<file path="config.mk">
export PLATFORM = sky130hd
export DESIGN_NAME = pulse_tempo_detector_top
export DESIGN_NICKNAME = d
export VERILOG_FILES = /design/src/sv/ptd_pkg.sv /design/src/sv/ptd_div.sv /design/src/sv/ptd_queue.sv /design/src/sv/ptd_front.sv /design/src/sv/ptd_back.sv /design/src/sv/pulse_tempo_detector_top.sv
export SDC_FILE = /design/constraint.sdc
export NUM_CORES = 2
export LEC_CHECK = 0
export ABC_AREA = 1
export ABC_CLOCK_PERIOD_IN_PS = 6300
export BUFFER_PORTS_ARGS = -buffer_cell sky130_fd_sc_hd__buf_2
export CORE_MARGIN = 3
export CORE_UTILIZATION = 40
export CTS_BUF_LIST = sky130_fd_sc_hd__clkbuf_16
export DETAILED_ROUTE_END_ITERATION = 12
export PLACE_DENSITY = 0.63
export SYNTH_ARGS = -nofsm -noshare
export SYNTH_HDL_FRONTEND = slang
export SYNTH_HIERARCHICAL = 1
export SYNTH_SLANG_ARGS = --single-unit
</file>
<file path="constraint.sdc">
create_clock -name aclk -period 6.3 [get_ports aclk]
set_input_delay 0.315 -clock aclk [delete_from_list [all_inputs] [get_ports aclk]]
set_output_delay 0.315 -clock aclk [all_outputs]
set_load 0.1 [all_outputs]
</file>
<file path="src/sv/ptd_pkg.sv">
`timescale 1ns / 1ps
package ptd_pkg;

    localparam int HIST_LEN  = 8;
    localparam int IDX_W     = $clog2(HIST_LEN);
    localparam int BEAT_W    = 4;
    localparam int STAMP_W   = 32;
    localparam int SUM_W     = 35;
    localparam int AVG_W     = 33;
    localparam int CFG_IDX_W = 3;
    localparam int CFG_DAT_W = 24;

    // 2 * 30000000, numerator of the rounded tempo division
    localparam logic [SUM_W-1:0] BPM_NUM2 = SUM_W'(60000000);

    localparam logic [CFG_IDX_W-1:0] REG_HIGH_TH   = 3'd0;
    localparam logic [CFG_IDX_W-1:0] REG_LOW_TH    = 3'd1;
    localparam logic [CFG_IDX_W-1:0] REG_DECIM     = 3'd2;
    localparam logic [CFG_IDX_W-1:0] REG_STABLE    = 3'd3;
    localparam logic [CFG_IDX_W-1:0] REG_TOL       = 3'd4;
    localparam logic [CFG_IDX_W-1:0] REG_MIN_INT   = 3'd5;
    localparam logic [CFG_IDX_W-1:0] REG_REPEAT    = 3'd6;

    typedef struct packed {
        logic signed [15:0] high_threshold;
        logic signed [15:0] low_threshold;
        logic [7:0]         decimation;
        logic [7:0]         stable_count;
        logic [19:0]        tolerance_us;
        logic [23:0]        min_interval_us;
        logic [7:0]         repeat_accept;
    } cfg_t;

    localparam cfg_t CFG_RESET = '{
        high_threshold:  16'sd1024,
        low_threshold:   16'sd102,
        decimation:      8'd50,
        stable_count:    8'd5,
        tolerance_us:    20'd1750,
        min_interval_us: 24'd100000,
        repeat_accept:   8'd4
    };

    typedef struct packed {
        logic              edge_active;
        logic [BEAT_W-1:0] beat_index;
        logic              eval;
        logic              audio;
        logic              start_pulse;
        logic              midi_active;
    } job_t;

endpackage

</file>
<file path="src/sv/ptd_div.sv">
`timescale 1ns / 1ps
module ptd_div (
    input  logic                        aclk,
    input  logic                        aresetn,
    input  logic                        start,
    input  logic [ptd_pkg::SUM_W-1:0]   num,
    input  logic [ptd_pkg::SUM_W-1:0]   den,
    output logic                        done,
    output logic [ptd_pkg::SUM_W-1:0]   quo
);
    localparam int CNT_W = $clog2(ptd_pkg::SUM_W + 1);

    logic [ptd_pkg::SUM_W-1:0] rem_reg, rem_next;
    logic [ptd_pkg::SUM_W-1:0] quo_reg, quo_next;
    logic [ptd_pkg::SUM_W-1:0] den_reg, den_next;
    logic [CNT_W-1:0]          cnt_reg, cnt_next;
    logic                      busy_reg, busy_next;
    logic                      done_reg, done_next;
    logic [ptd_pkg::SUM_W:0]   shifted;
    logic [ptd_pkg::SUM_W:0]   trial;

    // restoring division, one quotient bit a cycle
    always_comb begin
        shifted   = {rem_reg, quo_reg[ptd_pkg::SUM_W-1]};
        trial     = shifted - {1'b0, den_reg};
        rem_next  = rem_reg;
        quo_next  = quo_reg;
        den_next  = den_reg;
        cnt_next  = cnt_reg;
        busy_next = busy_reg;
        done_next = 1'b0;
        if (start) begin
            rem_next  = '0;
            quo_next  = num;
            den_next  = den;
            cnt_next  = CNT_W'(ptd_pkg::SUM_W);
            busy_next = 1'b1;
        end else if (busy_reg) begin
            if (!trial[ptd_pkg::SUM_W]) begin
                rem_next = trial[ptd_pkg::SUM_W-1:0];
                quo_next = {quo_reg[ptd_pkg::SUM_W-2:0], 1'b1};
            end else begin
                rem_next = shifted[ptd_pkg::SUM_W-1:0];
                quo_next = {quo_reg[ptd_pkg::SUM_W-2:0], 1'b0};
            end
            cnt_next = cnt_reg - 1'b1;
            if (cnt_reg == CNT_W'(1)) begin
                busy_next = 1'b0;
                done_next = 1'b1;
            end
        end
    end

    always_ff @(posedge aclk) begin
        if (!aresetn) begin
            busy_reg <= 1'b0;
            done_reg <= 1'b0;
            cnt_reg  <= '0;
        end else begin
            busy_reg <= busy_next;
            done_reg <= done_next;
            cnt_reg  <= cnt_next;
        end
        rem_reg <= rem_next;
        quo_reg <= quo_next;
        den_reg <= den_next;
    end

    assign done = done_reg;
    assign quo  = quo_reg;
endmodule

</file>
<file path="src/sv/ptd_queue.sv">
`timescale 1ns / 1ps
module ptd_queue (
    input  logic                aclk,
    input  logic                aresetn,
    input  logic                push,
    input  ptd_pkg::job_t       push_job,
    input  logic                pop,
    output logic                full,
    output logic                not_empty,
    output ptd_pkg::job_t       head
);
    ptd_pkg::job_t mem_reg [2];
    logic          wr_ptr_reg, rd_ptr_reg;
    logic [1:0]    cnt_reg;

    always_ff @(posedge aclk) begin
        if (!aresetn) begin
            wr_ptr_reg <= 1'b0;
            rd_ptr_reg <= 1'b0;
            cnt_reg    <= '0;
        end else begin
            if (push) wr_ptr_reg <= ~wr_ptr_reg;
            if (pop)  rd_ptr_reg <= ~rd_ptr_reg;
            cnt_reg <= cnt_reg + {1'b0, push} - {1'b0, pop};
        end
        if (push) mem_reg[wr_ptr_reg] <= push_job;
    end

    assign full      = cnt_reg == 2'd2;
    assign not_empty = cnt_reg != 2'd0;
    assign head      = mem_reg[rd_ptr_reg];
endmodule

</file>
<file path="src/sv/ptd_front.sv">
`timescale 1ns / 1ps
module ptd_front (
    input  logic                          aclk,
    input  logic                          aresetn,
    input  ptd_pkg::cfg_t                 cfg,
    input  logic                          s_valid,
    output logic                          s_ready,
    input  logic                          s_mode,
    input  logic signed [15:0]            s_sample,
    input  logic [ptd_pkg::STAMP_W-1:0]   s_timestamp_us,
    input  logic                          lock_flag,
    input  logic                          eval_done,
    input  logic                          q_full,
    output logic                          q_push,
    output ptd_pkg::job_t                 q_job,
    input  logic [ptd_pkg::IDX_W-1:0]     rd_idx,
    output logic [ptd_pkg::STAMP_W-1:0]   rd_stamp
);
    logic [ptd_pkg::STAMP_W-1:0] stamps_reg [ptd_pkg::HIST_LEN];
    logic [ptd_pkg::STAMP_W-1:0] last_reg, last_next;
    logic [7:0]  phase_reg, phase_next;
    logic [7:0]  high_run_reg, high_run_next;
    logic [7:0]  low_run_reg, low_run_next;
    logic        edge_reg, edge_next;
    logic [ptd_pkg::BEAT_W-1:0] beat_reg, beat_next;
    logic        midi_reg, midi_next;
    logic        wait_reg, wait_next;
    logic        accept, stamp_we, eval, pulse, advance, is_hi, is_lo, too_soon;
    logic [ptd_pkg::IDX_W-1:0]  k;
    logic [ptd_pkg::BEAT_W-1:0] beat_plus;
    logic [8:0]  dec9, phase_plus;
    logic [ptd_pkg::STAMP_W-1:0] gap;

    assign s_ready = !wait_reg && !q_full;
    assign accept  = s_valid && s_ready;
    assign k       = beat_reg[ptd_pkg::IDX_W-1:0];
    assign beat_plus = {1'b0, k} + 1'b1;
    assign gap     = s_timestamp_us - last_reg;
    assign too_soon = (k != '0) && (gap < {8'd0, cfg.min_interval_us});
    assign is_hi   = s_sample > cfg.high_threshold;
    assign is_lo   = s_sample < cfg.low_threshold;
    assign dec9    = (cfg.decimation == 8'd0) ? 9'd1 : {1'b0, cfg.decimation};
    assign phase_plus = {1'b0, phase_reg} + 9'd1;

    always_comb begin
        phase_next    = phase_reg;
        high_run_next = high_run_reg;
        low_run_next  = low_run_reg;
        edge_next     = edge_reg;
        beat_next     = beat_reg;
        midi_next     = midi_reg;
        last_next     = last_reg;
        wait_next     = wait_reg;
        stamp_we      = 1'b0;
        eval          = 1'b0;
        pulse         = 1'b0;
        advance       = 1'b0;
        if (eval_done) wait_next = 1'b0;
        if (accept) begin
            if (s_mode) begin
                midi_next = 1'b1;
                if (lock_flag) begin
                    pulse = 1'b1;
                end else begin
                    stamp_we  = 1'b1;
                    last_next = s_timestamp_us;
                    beat_next = beat_plus;
                    if (beat_plus == ptd_pkg::BEAT_W'(ptd_pkg::HIST_LEN)) begin
                        eval      = 1'b1;
                        beat_next = '0;
                    end
                end
            end else if (!midi_reg) begin
                advance = 1'b1;
                if (phase_reg == 8'd0) begin
                    if (is_hi) begin
                        high_run_next = (high_run_reg == 8'hFF) ? 8'hFF : high_run_reg + 8'd1;
                        low_run_next  = '0;
                    end else if (is_lo) begin
                        low_run_next  = (low_run_reg == 8'hFF) ? 8'hFF : low_run_reg + 8'd1;
                        high_run_next = '0;
                    end else begin
                        advance = 1'b0;
                    end
                    if (advance && !edge_reg && cfg.stable_count != 8'd0
                        && high_run_next == cfg.stable_count) begin
                        edge_next = 1'b1;
                        if (lock_flag) begin
                            pulse = 1'b1;
                        end else begin
                            stamp_we  = 1'b1;
                            last_next = s_timestamp_us;
                            if (too_soon) begin
                                beat_next = '0;
                            end else if (beat_plus == ptd_pkg::BEAT_W'(ptd_pkg::HIST_LEN)) begin
                                eval      = 1'b1;
                                beat_next = '0;
                            end else begin
                                beat_next = beat_plus;
                            end
                        end
                    end else if (advance && edge_reg && cfg.stable_count != 8'd0
                                 && low_run_next == cfg.stable_count) begin
                        edge_next = 1'b0;
                    end
                end
                if (advance)
                    phase_next = (phase_plus >= dec9) ? 8'd0 : phase_plus[7:0];
            end
            if (eval) wait_next = 1'b1;
        end
    end

    always_ff @(posedge aclk) begin
        if (!aresetn) begin
            phase_reg    <= '0;
            high_run_reg <= '0;
            low_run_reg  <= '0;
            edge_reg     <= 1'b0;
            beat_reg     <= '0;
            midi_reg     <= 1'b0;
            wait_reg     <= 1'b0;
        end else begin
            phase_reg    <= phase_next;
            high_run_reg <= high_run_next;
            low_run_reg  <= low_run_next;
            edge_reg     <= edge_next;
            beat_reg     <= beat_next;
            midi_reg     <= midi_next;
            wait_reg     <= wait_next;
        end
        last_reg <= last_next;
        if (stamp_we) stamps_reg[k] <= s_timestamp_us;
    end

    assign rd_stamp = stamps_reg[rd_idx];
    assign q_push   = accept;
    always_comb begin
        q_job.edge_active = edge_next;
        q_job.beat_index  = beat_next;
        q_job.eval        = eval;
        q_job.audio       = !s_mode;
        q_job.start_pulse = pulse;
        q_job.midi_active = midi_next;
    end
endmodule

</file>
<file path="src/sv/ptd_back.sv">
`timescale 1ns / 1ps
module ptd_back (
    input  logic                          aclk,
    input  logic                          aresetn,
    input  ptd_pkg::cfg_t                 cfg,
    input  logic                          q_valid,
    input  ptd_pkg::job_t                 q_head,
    output logic                          q_pop,
    output logic [ptd_pkg::IDX_W-1:0]     rd_idx,
    input  logic [ptd_pkg::STAMP_W-1:0]   rd_stamp,
    output logic                          lock_flag,
    output logic                          eval_done,
    output logic                          m_valid,
    input  logic                          m_ready,
    output logic                          m_edge_active,
    output logic [3:0]                    m_beat_index,
    output logic                          m_tempo_found,
    output logic [15:0]                   m_bpm,
    output logic                          m_locked,
    output logic                          m_start_pulse,
    output logic                          m_midi_active
);
    typedef enum logic [2:0] {
        S_IDLE, S_SUM, S_AVG_GO, S_AVG_W, S_CHK, S_BPM_GO, S_BPM_W, S_FIN
    } state_t;

    state_t state_reg, state_next;
    ptd_pkg::job_t job_reg, job_next;
    logic [ptd_pkg::IDX_W:0]     j_reg, j_next;
    logic [ptd_pkg::STAMP_W-1:0] prev_reg, prev_next;
    logic [ptd_pkg::SUM_W-1:0]   sum_reg, sum_next;
    logic [ptd_pkg::AVG_W-1:0]   avg_reg, avg_next;
    logic        ok_reg, ok_next;
    logic [15:0] bpm_reg, bpm_next;
    logic [15:0] rep_bpm_reg, rep_bpm_next;
    logic [7:0]  rep_runs_reg, rep_runs_next, runs_inc;
    logic [15:0] tempo_reg, tempo_next;
    logic        lock_reg, lock_next;
    logic        done_reg, done_next;
    logic        mv_reg, mv_next;
    logic        me_reg, me_next, mf_reg, mf_next, mp_reg, mp_next, mm_reg, mm_next;
    logic        ml_reg, ml_next;
    logic [3:0]  mb_reg, mb_next;
    logic [15:0] mbpm_reg, mbpm_next;
    logic        out_free, div_start, div_done, good;
    logic [ptd_pkg::SUM_W-1:0]   div_num, div_den, div_quo;
    logic [ptd_pkg::STAMP_W-1:0] d;
    logic [ptd_pkg::AVG_W-1:0]   dev;
    logic [ptd_pkg::SUM_W-4:0]   eighth;
    logic        last_j;

    ptd_div u_div (
        .aclk(aclk), .aresetn(aresetn), .start(div_start),
        .num(div_num), .den(div_den), .done(div_done), .quo(div_quo)
    );

    assign out_free = !mv_reg || m_ready;
    assign rd_idx   = j_reg[ptd_pkg::IDX_W-1:0];
    assign d        = rd_stamp - prev_reg;
    assign dev      = (avg_reg > {1'b0, d}) ? avg_reg - {1'b0, d} : {1'b0, d} - avg_reg;
    assign last_j   = j_reg == (ptd_pkg::IDX_W + 1)'(ptd_pkg::HIST_LEN - 1);
    assign runs_inc = (rep_runs_reg == 8'hFF) ? 8'hFF : rep_runs_reg + 8'd1;
    assign eighth   = sum_reg[ptd_pkg::SUM_W-1:3];
    assign div_start = (state_reg == S_BPM_GO) && (avg_reg != '0);
    assign div_num   = ptd_pkg::BPM_NUM2 + {2'b0, avg_reg};
    assign div_den   = {1'b0, avg_reg, 1'b0};

    always_comb begin
        state_next    = state_reg;
        job_next      = job_reg;
        j_next        = j_reg;
        prev_next     = prev_reg;
        sum_next      = sum_reg;
        avg_next      = avg_reg;
        ok_next       = ok_reg;
        bpm_next      = bpm_reg;
        rep_bpm_next  = rep_bpm_reg;
        rep_runs_next = rep_runs_reg;
        tempo_next    = tempo_reg;
        lock_next     = lock_reg;
        done_next     = 1'b0;
        mv_next       = mv_reg && !m_ready;
        me_next = me_reg; mb_next = mb_reg; mf_next = mf_reg; mbpm_next = mbpm_reg;
        ml_next = ml_reg; mp_next = mp_reg; mm_next = mm_reg;
        q_pop         = 1'b0;
        good          = ok_reg;
        unique case (state_reg)
            S_IDLE: begin
                if (q_valid && out_free) begin
                    q_pop    = 1'b1;
                    job_next = q_head;
                    if (q_head.eval) begin
                        state_next = S_SUM;
                        j_next     = '0;
                        sum_next   = '0;
                    end else begin
                        mv_next   = 1'b1;
                        me_next   = q_head.edge_active;
                        mb_next   = q_head.beat_index;
                        mf_next   = 1'b0;
                        mbpm_next = tempo_reg;
                        ml_next   = lock_reg;
                        mp_next   = q_head.start_pulse;
                        mm_next   = q_head.midi_active;
                    end
                end
            end
            S_SUM: begin
                if (j_reg != '0) sum_next = sum_reg + {3'b0, d};
                prev_next = rd_stamp;
                if (last_j) state_next = S_AVG_GO;
                else j_next = j_reg + 1'b1;
            end
            S_AVG_GO: begin
                avg_next   = '0;
                state_next = S_AVG_W;
            end
            // divide by seven: since 8 = 7 + 1, move sum/8 into the quotient and
            // fold it back into the remainder until fewer than eight are left
            S_AVG_W: begin
                if (eighth != '0) begin
                    avg_next = avg_reg + {1'b0, eighth};
                    sum_next = {3'b0, eighth} + {{(ptd_pkg::SUM_W-3){1'b0}}, sum_reg[2:0]};
                end else begin
                    if (sum_reg[2:0] == 3'd7) avg_next = avg_reg + 1'b1;
                    j_next     = '0;
                    ok_next    = 1'b1;
                    state_next = S_CHK;
                end
            end
            S_CHK: begin
                if (j_reg != '0) begin
                    if (dev > {13'd0, cfg.tolerance_us}) ok_next = 1'b0;
                    if (job_reg.audio && d < {8'd0, cfg.min_interval_us}) ok_next = 1'b0;
                end
                prev_next = rd_stamp;
                if (last_j) state_next = S_BPM_GO;
                else j_next = j_reg + 1'b1;
            end
            S_BPM_GO: begin
                if (avg_reg == '0) begin
                    bpm_next   = 16'hFFFF;
                    state_next = S_FIN;
                end else begin
                    state_next = S_BPM_W;
                end
            end
            S_BPM_W: begin
                if (div_done) begin
                    bpm_next   = (|div_quo[ptd_pkg::SUM_W-1:16]) ? 16'hFFFF : div_quo[15:0];
                    state_next = S_FIN;
                end
            end
            S_FIN: begin
                if (out_free) begin
                    if (job_reg.audio && !ok_reg) begin
                        if (bpm_reg == rep_bpm_reg) begin
                            rep_runs_next = runs_inc;
                            if (runs_inc == cfg.repeat_accept) good = 1'b1;
                        end else begin
                            rep_bpm_next  = bpm_reg;
                            rep_runs_next = '0;
                        end
                    end
                    if (good) begin
                        tempo_next = bpm_reg;
                        lock_next  = 1'b1;
                    end
                    mv_next    = 1'b1;
                    me_next    = job_reg.edge_active;
                    mb_next    = job_reg.beat_index;
                    mf_next    = good;
                    mbpm_next  = good ? bpm_reg : tempo_reg;
                    ml_next    = good || lock_reg;
                    mp_next    = job_reg.start_pulse;
                    mm_next    = job_reg.midi_active;
                    done_next  = 1'b1;
                    state_next = S_IDLE;
                end
            end
            default: state_next = S_IDLE;
        endcase
    end

    always_ff @(posedge aclk) begin
        if (!aresetn) begin
            state_reg    <= S_IDLE;
            rep_bpm_reg  <= '0;
            rep_runs_reg <= '0;
            tempo_reg    <= '0;
            lock_reg     <= 1'b0;
            done_reg     <= 1'b0;
            mv_reg       <= 1'b0;
        end else begin
            state_reg    <= state_next;
            rep_bpm_reg  <= rep_bpm_next;
            rep_runs_reg <= rep_runs_next;
            tempo_reg    <= tempo_next;
            lock_reg     <= lock_next;
            done_reg     <= done_next;
            mv_reg       <= mv_next;
        end
        job_reg  <= job_next;
        j_reg    <= j_next;
        prev_reg <= prev_next;
        sum_reg  <= sum_next;
        avg_reg  <= avg_next;
        ok_reg   <= ok_next;
        bpm_reg  <= bpm_next;
        me_reg   <= me_next;
        mb_reg   <= mb_next;
        mf_reg   <= mf_next;
        mbpm_reg <= mbpm_next;
        ml_reg   <= ml_next;
        mp_reg   <= mp_next;
        mm_reg   <= mm_next;
    end

    assign lock_flag     = lock_reg;
    assign eval_done     = done_reg;
    assign m_valid       = mv_reg;
    assign m_edge_active = me_reg;
    assign m_beat_index  = mb_reg;
    assign m_tempo_found = mf_reg;
    assign m_bpm         = mbpm_reg;
    assign m_locked      = ml_reg;
    assign m_start_pulse = mp_reg;
    assign m_midi_active = mm_reg;
endmodule

</file>
<file path="src/sv/pulse_tempo_detector_top.sv">
`timescale 1ns / 1ps
// a request that closes no run passes the front, the job queue and the result register
// a request that completes eight stamps is evaluated in steps: two 8-step stamp sweeps,
// a shift-and-add division by seven and a pass of the bit-serial divider for the tempo
// throughput: one request a cycle unless the job queue is full; intake stops during evaluation
// reset: aresetn synchronous active low; clears control state and loads register defaults
module pulse_tempo_detector_top (
    input  logic                              aclk,
    input  logic                              aresetn,
    // configuration write port
    input  logic                              cfg_we,
    input  logic [ptd_pkg::CFG_IDX_W-1:0]     cfg_index,
    input  logic [ptd_pkg::CFG_DAT_W-1:0]     cfg_wdata,
    // request channel
    input  logic                              s_valid,
    output logic                              s_ready,
    input  logic                              s_mode,
    input  logic signed [15:0]                s_sample,
    input  logic [31:0]                       s_timestamp_us,
    // result channel
    output logic                              m_valid,
    input  logic                              m_ready,
    output logic                              m_edge_active,
    output logic [3:0]                        m_beat_index,
    output logic                              m_tempo_found,
    output logic [15:0]                       m_bpm,
    output logic                              m_locked,
    output logic                              m_start_pulse,
    output logic                              m_midi_active
);
    ptd_pkg::cfg_t cfg_reg;
    ptd_pkg::job_t push_job, head_job;
    logic push, pop, q_full, q_valid, lock_flag, eval_done;
    logic [ptd_pkg::IDX_W-1:0]   rd_idx;
    logic [ptd_pkg::STAMP_W-1:0] rd_stamp;

    // register file, writes beyond the list are dropped
    always_ff @(posedge aclk) begin
        if (!aresetn) begin
            cfg_reg <= ptd_pkg::CFG_RESET;
        end else if (cfg_we) begin
            case (cfg_index)
                ptd_pkg::REG_HIGH_TH: cfg_reg.high_threshold  <= cfg_wdata[15:0];
                ptd_pkg::REG_LOW_TH:  cfg_reg.low_threshold   <= cfg_wdata[15:0];
                ptd_pkg::REG_DECIM:   cfg_reg.decimation      <= cfg_wdata[7:0];
                ptd_pkg::REG_STABLE:  cfg_reg.stable_count    <= cfg_wdata[7:0];
                ptd_pkg::REG_TOL:     cfg_reg.tolerance_us    <= cfg_wdata[19:0];
                ptd_pkg::REG_MIN_INT: cfg_reg.min_interval_us <= cfg_wdata[23:0];
                ptd_pkg::REG_REPEAT:  cfg_reg.repeat_accept   <= cfg_wdata[7:0];
                default: ;
            endcase
        end
    end

    // front: decimation, threshold runs, edge detection and stamp history
    ptd_front u_front (
        .aclk(aclk), .aresetn(aresetn), .cfg(cfg_reg),
        .s_valid(s_valid), .s_ready(s_ready), .s_mode(s_mode),
        .s_sample(s_sample), .s_timestamp_us(s_timestamp_us),
        .lock_flag(lock_flag), .eval_done(eval_done),
        .q_full(q_full), .q_push(push), .q_job(push_job),
        .rd_idx(rd_idx), .rd_stamp(rd_stamp)
    );

    // two-entry job queue decouples front and back
    ptd_queue u_queue (
        .aclk(aclk), .aresetn(aresetn), .push(push), .push_job(push_job),
        .pop(pop), .full(q_full), .not_empty(q_valid), .head(head_job)
    );

    // back: run evaluation, tempo lock and the result register
    ptd_back u_back (
        .aclk(aclk), .aresetn(aresetn), .cfg(cfg_reg),
        .q_valid(q_valid), .q_head(head_job), .q_pop(pop),
        .rd_idx(rd_idx), .rd_stamp(rd_stamp),
        .lock_flag(lock_flag), .eval_done(eval_done),
        .m_valid(m_valid), .m_ready(m_ready),
        .m_edge_active(m_edge_active), .m_beat_index(m_beat_index),
        .m_tempo_found(m_tempo_found), .m_bpm(m_bpm), .m_locked(m_locked),
        .m_start_pulse(m_start_pulse), .m_midi_active(m_midi_active)
    );
endmodule
</file>
==> impl_results.md <==
* Arrival @ worst endpoint at 6.92 ns
* Violated checks: setup timing
* Setup ws final at -0.214 ns
* Filler cells at 11805
* Adder-cell share of the synthesized area at 0.0906
* Via count of the first global-routing pass at about 44000
* Slew Limit Fails at 0
* Simple logic cell fraction of the synthesized area at 0.260
* Worst Path Class, Setup: reg -> reg
* # placed instances at about 8600
* Final global-route overflow total at 0
* CORE AREA at between 0.1 and 0.15 sq mm
* CTS tree: yes
* Syn Std Cell Area at between 0.04 and 0.05 sq mm
* H-tree depth reported by CTS at 3
* Fraction of post-synthesis cell area in the top cell type by area at 0.319
* Number of iterations in the first detailed-routing pass at 6
* Worst-Skew Late Latency at roughly 0.71 ns
* Number of synthesized flops with an enable pin at 530
* Die outline area at 0.129 sq mm
* Net count, final at about 7600
* FMAX at roughly 150 MHz
* Met2 layer wire length in the routed design at around 75 mm
* Highest routed layer: met4
* Final hold slack at 0.0803 ns
* Largest driver fanout on the critical path at 8
* Post-synthesis sequential area ratio at 0.410
* Number of primary I/O pins at ~110
* Total number of vias at ~46000
* Half-perimeter wire length of the detailed placement result at roughly 130 mm
* Initial cell density of the core at 0.406
* Post-synthesis sequential element count at approximately 760
* Detail-routed net length per standard cell at 18.6 um
* Tightest Hold Check Type: in -> reg
* Crit. End Element: register
* Top cell type by total area after synthesis: edfxtp_1
* Fin area at slightly above 0.06 sq mm
* Quantity of I/O buffers inserted on ports at between 100 and 150
* Cell repeated most along the worst path: nand2_1
* Y dimension of the die at approximately 360 um
* Wire length on met1 at around 74 mm
* Post-route non-filler standard cell count at roughly 9000
* Share of synthesized area spent on multiplexers at 0.00311
* Number of CTS-inserted buffers at between 80 and 90
* Top cells by instance count after synthesis: nand2_1 (1530), inv_1 (952), nor2_1 (804)
* Pin count of the biggest net entering global routing at 85
* Period Utilization, post-route at 1.03
* Initial antenna violation count at 0
* Run status: complete, but fails checks
* Required time at the worst-slack endpoint at approximately 6.7 ns
* Post-synthesis compound-gate area fraction at 0.117
* Count of endpoints failing setup in the final report at 1
* Most instantiated library cell after synthesis: nand2_1
* Number of cells produced by synthesis at 6525
* Largest buffer count on any clock path at 3
* Dominant combinational cell family by area after synthesis: simple AND/OR/NAND/NOR gates
* Largest incremental delay on the critical path at about 0.44 ns
* Global-route wire length before repair at approximately 250 mm
* Floorplan row count at 128
* Setup repair after global routing missed its margin: true
* Depth of the most critical reg-to-reg path at 41
* Root buf cell: clkbuf_16
* Share of final-layout standard cells stronger than drive strength 1 at 0.185
* Number of flip-flops under the largest register name at 256
* Post-Route WL at 165 mm
* Cell count of the worst hold path at 3
* Maximum clock skew at final layout at 0.0305 ns
* Amount of wire on met3 after detailed routing at 9.92 mm
* Sequential cell area at 0.0204 sq mm
* Xor and xnor fraction of the mapped netlist area at 0.0270
* Count of routing violations after the opening detailed-route iteration at 4227
* Antenna cells at 0
* Proportion of synthesized flip-flops having asynchronous set or reset at 0
* Post-DR vias/cell at roughly 5.2
* Count of endpoints failing hold in the final timing report at 0
* Final min period at 6.51 ns
* Total DRC errors in the routed layout at 0
* Antenna Nets Post-Route at 0
* Placed instance area at about 0.056 sq mm
* Overall track demand over capacity in global routing at 0.246
* Sort of element at the start of the critical path: register
* Clock sink count at around 760
* Relative max-transition margin at 0.223
* Routability Congestion at 0.997
* Pin slew with the least headroom to its limit at between 1 and 1.5 ns
* Cells taking the most area after synthesis: edfxtp_1 (32%), nand2_1 (12%), dfxtp_1 (9.0%)
* Commonest register cell after synthesis: edfxtp_1
* Count of different cell masters after synthesis at 79
* Synth warn at 6
* Area occupied by multi-input gates at 0.0269 sq mm
* Avg Synthesized Cell Area at between 7 and 8 sq um
* CTS clk-pin slew, worst paths at 0.06 ns
* Layout area overhead at 24.7%
* CP max stage cell: edfxtp_1
* Maximum Capacitance Violations at 0
* Chip Width at 359 um
[layout by cell type (no fill, tap or decap), types with 35 or more instances in the layout]
master,n
xor2_1,84
inv_1,953
buf_6,49
ha_1,287
ha_4,52
buf_4,525
nor2_1,761
buf_2,106
dlygate4sd3_1,51
nand4_1,61
clkbuf_16,94
a31oi_1,37
nand3_1,333
xnor2_1,54
nand2_2,91
nor3_1,74
o21ai_1,80
a21oi_1,359
o22ai_1,43
edfxtp_1,530
nor2_4,45
o21ai_0,295
dfxtp_1,225
nand2_1,1459
nor2_2,35
[worst max-delay path, delay by kind of cell (launching register included)]
family | cells | cell delay, ns
AOI/OAI and AO/OA | 9 | 1.24
xor gates and xnor gates | 2 | 0.32
adders and majority gates | 3 | 0.92
buffers and inverters | 9 | 1.20
DFF | 1 | 0.44
muxes | 1 | 0.21
and+or+nand+nor | 17 | 1.87
[final cells by class]
type	count	area share
repair buffers	769	0.102
clock buffers	88	0.0354
well taps	1625	0.0327
flip-flops and latches	755	0.328
multi-input cells	4607	0.433
clock inverters	68	0.00807
inverters	981	0.0596
repair inverters	2	0.000282
[per-stage QoR]
step,TNS [ns],worst slack [ns],util
after floorplan,-0.0716,-0.0716,-
final,-0.214,-0.214,0.507
after detailed placement,-0.756,-0.756,0.454
after global routing,-0.577,-0.577,0.507
after CTS,-0.0888,-0.0888,0.494
after global placement,-0.673,-0.673,0.454
[logic make-up (layout without fill, tap and decap cells)]
| logic type | after synthesis | in the layout |
|---|---|---|
| AND/OR/NAND/NOR | 3035 | 3035 |
| buffers and inverters | 1165 | 1908 |
| AO/OA/AOI/OAI | 1049 | 1049 |
| flip-flops | 755 | 755 |
| adder cells (fa/ha/maj) | 356 | 356 |
| XOR/XNOR | 153 | 153 |
| multiplexers | 11 | 11 |
| other | 1 | 3 |
[metal layers]
layer | up-vias | GRT usage
met3 | 271 | 0.0326
met4 | 0 | 0.0879
li1 | 22813 | -
met5 | - | 0
met2 | 1419 | 0.395
met1 | 21519 | 0.340
[what timing repair did]
action / in CTS / in global routing
cloned: 8 / 6
endpoints found under the setup margin: 1 / 1
buffers inserted: 46 / 36
hold buffers: 51 / 0
resized for setup: 267 / 260
pin swaps: 112 / 174
endpoints found under the hold margin: 324 / 0
[final timing paths]
kind                                  from                        to  slack (ns)
setup reg to reg           u_back/j_reg[0]             u_back/ok_reg       -0.21
hold reg to reg   u_back/u_div/rem_reg[16]  u_back/u_div/rem_reg[16]        0.47
hold / removal                     m_ready          u_back/eval_done        0.08
setup / recovery           u_back/j_reg[0]             u_back/ok_reg       -0.21
Power is not shown: default switching activity piles up to over one toggle a cycle in this logic, so the estimate is an artifact.
